**src/bmls_ram.sv**
```systemverilog
// Generic single-port RAM with registered read data.
// Read data holds until the next enabled read. No package dependency.
module bmls_ram #(
  parameter int WIDTH = 8,
  parameter int DEPTH = 16
) (
  input  logic                     clk,
  input  logic                     en,
  input  logic                     we,
  input  logic [$clog2(DEPTH)-1:0] addr,
  input  logic [WIDTH-1:0]         wdata,
  output logic [WIDTH-1:0]         rdata
);

  logic [WIDTH-1:0] mem [DEPTH];

  always_ff @(posedge clk) begin
    if (en) begin
      if (we) begin
        mem[addr] <= wdata;
      end else begin
        rdata <= mem[addr];
      end
    end
  end

endmodule

```
**config.mk**
```make
export PLATFORM = sky130hd
export DESIGN_NAME = bmls_ram
export DESIGN_NICKNAME = d
export VERILOG_FILES = /design/src/bmls_ram.sv
export SDC_FILE = /design/constraint.sdc
export NUM_CORES = 1
export LEC_CHECK = 0
export ABC_AREA = 1
export BUFFER_PORTS_ARGS = -buffer_cell sky130_fd_sc_hd__buf_2
export CAP_MARGIN = 10
export CORE_ASPECT_RATIO = 1.1
export CORE_UTILIZATION = 30
export DETAILED_ROUTE_END_ITERATION = 12
export GPL_ROUTABILITY_DRIVEN = 1
export HOLD_SLACK_MARGIN = 0.06
export RECOVER_POWER = 25
export SYNTH_ARGS = -nofsm -noshare
export SYNTH_HDL_FRONTEND = slang
export SYNTH_SLANG_ARGS = --single-unit
```
**constraint.sdc**
```tcl
create_clock -name clk -period 2.7 [get_ports clk]
set_input_delay 0.27 -clock clk [delete_from_list [all_inputs] [get_ports clk]]
set_output_delay 0.27 -clock clk [all_outputs]
set_load 0.01 [all_outputs]
```
==> results.txt, run 1 <==
Number of sinks driven by the clock tree -> 136
Area taken by flip-flops and latches -> 0.00408 mm2
Worst hold endpoint -> mem[7][6]$_DFFE_PP_
Summed negative setup slack over all endpoints -> 0 ns
Period minus WS final -> 1.49 ns
Clock root buffer -> clkbuf_16
Simple-gate share of the synthesized area -> 24.5%
Global-route met1 utilization -> 18.7%
Slew headroom -> 34.8%
Number of CTS-inserted buffers -> 17
Final critical-path share of the clock period -> 55.2%
Portion of netlist area occupied by mux cells -> 0%
H-tree Lvls -> 4
Starting utilization of the core area -> 30.8%
Netlist area before placement -> 0.00569 mm2
Largest voltage drop on the vdd net -> 0.000472 V
Largest family of logic cells by synthesized area -> simple AND/OR/NAND/NOR gates
Gr usage total -> 14.3%
Netlist cell types -> 9
Synthesized netlist cell count -> 552
Fill cells -> 1872
Initial antenna violation count -> 0
Total power -> 0.00478 W
Global-route met2 utilization -> 22.2%
Highest clock rate -> 671 MHz
Setup violation total in the final timing report -> 0
Wire length of the first global-routing pass -> 20400 um
Final wirelength -> 13000 um
Chain of cells forming the critical path -> buf_2 > nor2_1 > inv_1 > nor2_1
Die span in x -> 133 um
Cell area power density -> 714 mW/mm2
Number of placement rows -> 52
Run status -> completed
Clock tree from TritonCTS -> done
Die Ht -> 146 um
Number of DRC markers after the initial detailed-route iteration -> 300
Syn. warnings -> 0
Clock Skews -> 0.0115 ns
Area taken by multi-input logic gates -> 0.00139 mm2
Most used cells in the layout excluding fill and tap cells -> 347 x nand2_1, 136 x edfxtp_1, 21 x inv_1
Crit path top cell by count -> nor2_1
Vias after detailed routing -> 3718
Arrival @ worst endpoint -> 1.54 ns
Hold path depth -> 1
Slew at the pin with the worst max-slew slack -> 0.974 ns
Peak-usage layer in the global routing report -> met2
Area inside the core boundary -> 0.0185 mm2
Worst path slowest cell -> nor2_1
Flop2flop setup slack -> 1.51 ns
Post-CTS Repair Setup Buffers -> 0
RePlAce Congestion -> 0.847
Crit. End Element -> register
Origin of the worst min-delay path -> wdata[6]
Via count normalized by instance count -> 4.39
Count of nets left with antenna violations after detail routing -> 0
Static leakage -> 2.81 nW
Global route total overflow -> 0
Delay of the slowest cell on the worst path -> 0.54 ns
Number of global-route vias before repair -> 3731
Placed wire-length estimate after detailed placement -> 8050 um
CP Class -> in2reg
Largest net degree at the start of global routing -> 67
Fraction of the yosys area taken by sequential cells -> 71.8%
Wire length per cell -> 15.3 um
Number of flip-flops and latches in the synthesized netlist -> 136
Count of instances resized after the clock tree is built -> 0
Router iterations before antenna repair -> 5
Die footprint -> 0.0195 mm2
Crit path buf inv count -> 2
Insertion delay of the later-clocked pin in the worst-skew pair -> 0.42 ns
Worst Setup Start Kind -> input pin
Crit path required time -> 2.75 ns
Ant. Diodes -> 0
Layout cells sized above 1 -> 10.8%
Synthesized area divided by synthesized cell count -> 10.3 um2
Quantity of hold-fixing buffers added after cts -> 0
Adder-cell share of the synthesized area -> 0%
CTS max path bufs -> 2
RSZ-0062 raised after global routing -> false
Drc violations -> 0
Clock slew at reported path FFs -> 0.05 ns
Net count, final -> 606
Hold Path Class -> in2reg
Synthesized net count -> 567
Layout overhead on the synthesized area -> 17.6%
Most frequent standard cell in the layout excluding fill and tap cells -> nand2_1
GR Util met3 -> 2.85%
Capture point of the worst reg-to-reg path -> rdata[4]$_DFFE_PP_
Compound-cell area share of the yosys netlist -> 0%
Xor/xnor share of the synthesized area -> 0%
Top-level port count -> 23
Worst R2R Path Depth -> 8
Port bufs -> 22
Final Hold Fails -> 0
Reg2reg start -> mem[0][4]$_DFFE_PP_
Kind of cell with the highest combined delay on the critical path -> simple AND/OR/NAND/NOR gates
Max Cap Violations -> 0
Crit path max fanout -> 9
Final count of pins violating max slew -> 0
==> power breakdown <==
| part | total (W) | leakage [nW] | internal (W) | switching [W] |
|---|---|---|---|---|
| logic | 0.000269 | 1.32 | 0.0000694 | 0.000200 |
| clock network | 0.00214 | 0.263 | 0.00134 | 0.000805 |
| registers | 0.00236 | 1.23 | 0.00236 | 0.00000626 |
==> state kept, by name (all words and copies together), names as in the netlist <==
register and flops:
mem 128, rdata 8
==> area by class of cell <==
type | count | share of cell area, %
clock buffer | 21 | 6.58
clock inverter | 11 | 1.59
inverter | 25 | 1.40
multi-input combinational | 370 | 20.8
sequential | 136 | 61.0
tap | 243 | 4.54
timing repair buffer | 41 | 4.06
==> synthesized netlist by cell type <==
master | n | share of area [%]
nor2_1 | 19 | 1.3
inv_2 | 4 | 0.26
clkbuf_1 | 2 | 0.13
buf_2 | 12 | 1.1
nand2_1 | 347 | 23
inv_1 | 21 | 1.4
buf_4 | 7 | 0.92
edfxtp_1 | 136 | 72
nand3_1 | 4 | 0.35
==> how the worst max path moves through the flow <==
stage	start	endpoint	cells past startpoint	slack, ns
floorplan	addr[1]	mem[12][0]$_DFFE_PP_	5	1.13
global placement	addr[2]	mem[0][5]$_DFFE_PP_	4	0.81
detailed placement	addr[2]	mem[0][3]$_DFFE_PP_	4	0.78
CTS	addr[2]	mem[0][4]$_DFFE_PP_	4	1.21
global route	addr[2]	mem[0][0]$_DFFE_PP_	4	0.99
finish	addr[2]	mem[0][5]$_DFFE_PP_	4	1.21
==> metal layers <==
layer | wire (um) | vias to the layer above
met5 | 0 | -
met4 | 323 | 0
met3 | 511 | 25
met2 | 6120 | 106
met1 | 6030 | 1740
li1 | - | 1847
==> kinds of logic after synthesis <==
| family | after synthesis |
|---|---|
| AND/OR/NAND/NOR | 370 |
| flip-flops | 136 |
| buffers and inverters | 46 |
==> through the flow <==
step | cells | util (%) | worst slack (ns) | cell area, um2 | hold slack, ns
after CTS | 847 | 36.3 | 1.21 | 6700 | 0.277
after global routing | 847 | 36.2 | 0.992 | 6690 | 0.324
final | 847 | 36.2 | 1.21 | 6690 | 0.313
after global placement | 815 | 33.3 | 0.814 | 6150 | 0.682
after detailed placement | 815 | 33.3 | 0.778 | 6150 | 0.680
after floorplan | 552 | - | 1.13 | 5690 | 0.369
Note: power is estimated with default switching activity, not from simulation.
==> run 2, diff against run 1 <==
Clock period 2.7 ns to 1.3 ns, I/O delays scaled along.
==> run 2 against run 1 <==
Power up 130%. Critical path depth down 3. Utilization up 2.0 points. Die area unchanged.
==> results.txt, run 2 (synthesis gave the netlist of run 1 again) <==
CP Class -> reg2out
Worst path slowest cell -> edfxtp_1
Port bufs -> 22 (unchanged)
RePlAce Congestion -> 0.800 (-5.5%)
Met2 layer wire length in the routed design -> 6490 um (+6.1%)
Slew headroom -> 38.4% (+3.6 points)
Internal Power -> 0.00885 W (+130%)
Die Ht -> 146 um (unchanged)
Kind of cell with the highest combined delay on the critical path -> flip-flops
Highest clock rate -> 840 MHz
Quantity of hold-fixing buffers added after cts -> 0 (unchanged)
CTS max path bufs -> 2 (unchanged)
Cell count after placement -> 837 (+2.7%)
Count of nets left with antenna violations after detail routing -> 0 (unchanged)
Placed wire-length estimate after detailed placement -> 8650 um (+7.4%)
Delay of the slowest cell on the worst path -> 0.46 ns (-0.08 ns)
Layout cells sized above 1 -> 15.8% (+5.1 points)
Crit path required time -> 1.17 ns (-1.58 ns)
Via count normalized by instance count -> 4.38 (-0.25%)
Largest register FFs -> 128 (unchanged)
Post-CTS Repair Setup Buffers -> 0 (unchanged)
Most frequent standard cell in the layout excluding fill and tap cells -> nand2_1
Sequential power share -> 44.6% (-4.9 points)
Arrival @ worst endpoint -> 1.06 ns (-0.48 ns)
Top Registers -> mem (128), rdata (8)
Met1 WL -> 5500 um (-8.7%)
Share of the core filled with cells in the final layout -> 38.2% (+2.0 points)
Net count, final -> 628 (+3.6%)
Chain of cells forming the critical path -> buf_2
Drc violations -> 0 (unchanged)
Area inside the core boundary -> 0.0185 mm2 (unchanged)
Router iterations before antenna repair -> 4 (-1)
Routed length on met3 -> 818 um (+60%)
Number of global-route vias before repair -> 3751 (+0.54%)
Top register by number of flip-flops -> mem
Clock tree from TritonCTS -> done
Insertion delay of the later-clocked pin in the worst-skew pair -> 0.42 ns (about the same)
Most used cells in the layout excluding fill and tap cells -> 347 x nand2_1, 136 x edfxtp_1, 35 x buf_4
Max Cap Violations -> 0 (unchanged)
Top-level port count -> 23 (unchanged)
Total power -> 0.0110 W (+130%)
Worst Setup Start Kind -> register
Cell area power density -> 1560 mW/mm2 (+120%)
Die footprint -> 0.0195 mm2 (unchanged)
Largest voltage drop on the vdd net -> 0.000881 V (+87%)
Clock root buffer -> clkbuf_16
Hold Path Class -> in2reg
Wire length of the first global-routing pass -> 20100 um (-1.8%)
Initial antenna violation count -> 0 (unchanged)
Number of placement rows -> 52 (unchanged)
H-tree Lvls -> 4 (unchanged)
Ant. Diodes -> 0 (unchanged)
Crit. End Element -> output port
Post-route worst hold slack -> 0.162 ns (-0.150 ns)
Combinational group share of total power -> 5.5% (about the same)
Final Hold Fails -> 0 (unchanged)
Die span in x -> 133 um (unchanged)
Non-filler instance count after layout -> 869 (+2.6%)
Fill cells -> 1830 (-2.2%)
Global route total overflow -> 0 (unchanged)
Vias after detailed routing -> 3805 (+2.3%)
Wire length per cell -> 15.0 um (-2.2%)
Crit path max fanout -> 1 (-8)
Summed negative setup slack over all endpoints -> 0 ns (unchanged)
Layout overhead on the synthesized area -> 24.0%
Crit path buf inv count -> 1 (-1)
Count of instances resized after the clock tree is built -> 0 (unchanged)
Final count of pins violating max slew -> 0 (unchanged)
Largest net degree at the start of global routing -> 31 (-54%)
Setup violation total in the final timing report -> 0 (unchanged)
Number of CTS-inserted buffers -> 17 (unchanged)
RSZ-0062 raised after global routing -> false
Starting utilization of the core area -> 30.8% (unchanged)
Static leakage -> 3.01 nW (+6.8%)
Clock Skews -> 0.00559 ns (-0.00591 ns)
Net load switching power -> 0.00218 W (+120%)
Period minus WS final -> 1.19 ns
Slew at the pin with the worst max-slew slack -> 0.923 ns (-0.0509 ns)
Highest metal used -> met4
Clock slew at reported path FFs -> 0.06 ns (about the same)
Gr usage total -> 14.2% (-0.13 points)
Clock share of power -> 50.0% (+5.1 points)
Final wirelength -> 13000 um (+0.36%)
Net Sw Frac -> 19.8% (-1.4 points)
Number of DRC markers after the initial detailed-route iteration -> 255 (-15%)
Run status -> completed
Number of sinks driven by the clock tree -> 136 (unchanged)
Final critical-path share of the clock period -> 91.5%
==> run 2: layout make-up <==
type                       instances  area [um2]  share of cell area (%)
inverter                          25        93.8                    1.33
sequential                       136        4080                    57.9
timing repair buffer              63         487                    6.90
multi-input combinational        370        1410                    20.0
tap                              243         304                    4.31
clock inverter                    15         255                    3.62
clock buffer                      17         425                    6.03
==> run 2: power groups by stage <==
stage               Combinational [W]  Sequential (W)  Clock, W
floorplan                    0.000326         0.00500         0
global placement             0.000609         0.00500         0
detailed placement           0.000611         0.00501         0
CTS                          0.000613         0.00491   0.00560
global route                 0.000673         0.00492   0.00578
finish                       0.000602         0.00492   0.00551
==> run 2: path summary, 6_finish.rpt <==
kind	slack (ns)	startpoint	depth (start not counted)	end
setup / recovery	0.11	rdata[1]$_DFFE_PP_	1	rdata[1]
hold / removal	0.16	wdata[3]	1	mem[7][3]$_DFFE_PP_
setup reg to reg	0.18	mem[7][4]$_DFFE_PP_	8	rdata[4]$_DFFE_PP_
hold reg to reg	0.78	mem[8][4]$_DFFE_PP_	8	rdata[4]$_DFFE_PP_
==> run 2: through the flow <==
stage	setup WS, ns	instance area (um2)
2_1_floorplan	-0.134	5710
3_3_place_gp	-0.125	6380
3_5_place_dp	-0.128	6380
4_1_cts	0.102	7060
5_1_grt	0.0777	7060
6_report	0.110	7060
==> run 2: worst reg2reg max path: cells and delay by family (launching register included) <==
kind                   cells  cell delay (ns)
buffers and inverters      1             0.06
flip-flops                 1             0.37
AND/OR/NAND/NOR            7             0.45
==> run 2: routing by layer <==
metal	vias to the layer above	track usage, %
met5	-	0
met4	0	5.63
met3	20	3.47
met2	100	24.2
met1	1793	17.2
li1	1892	-
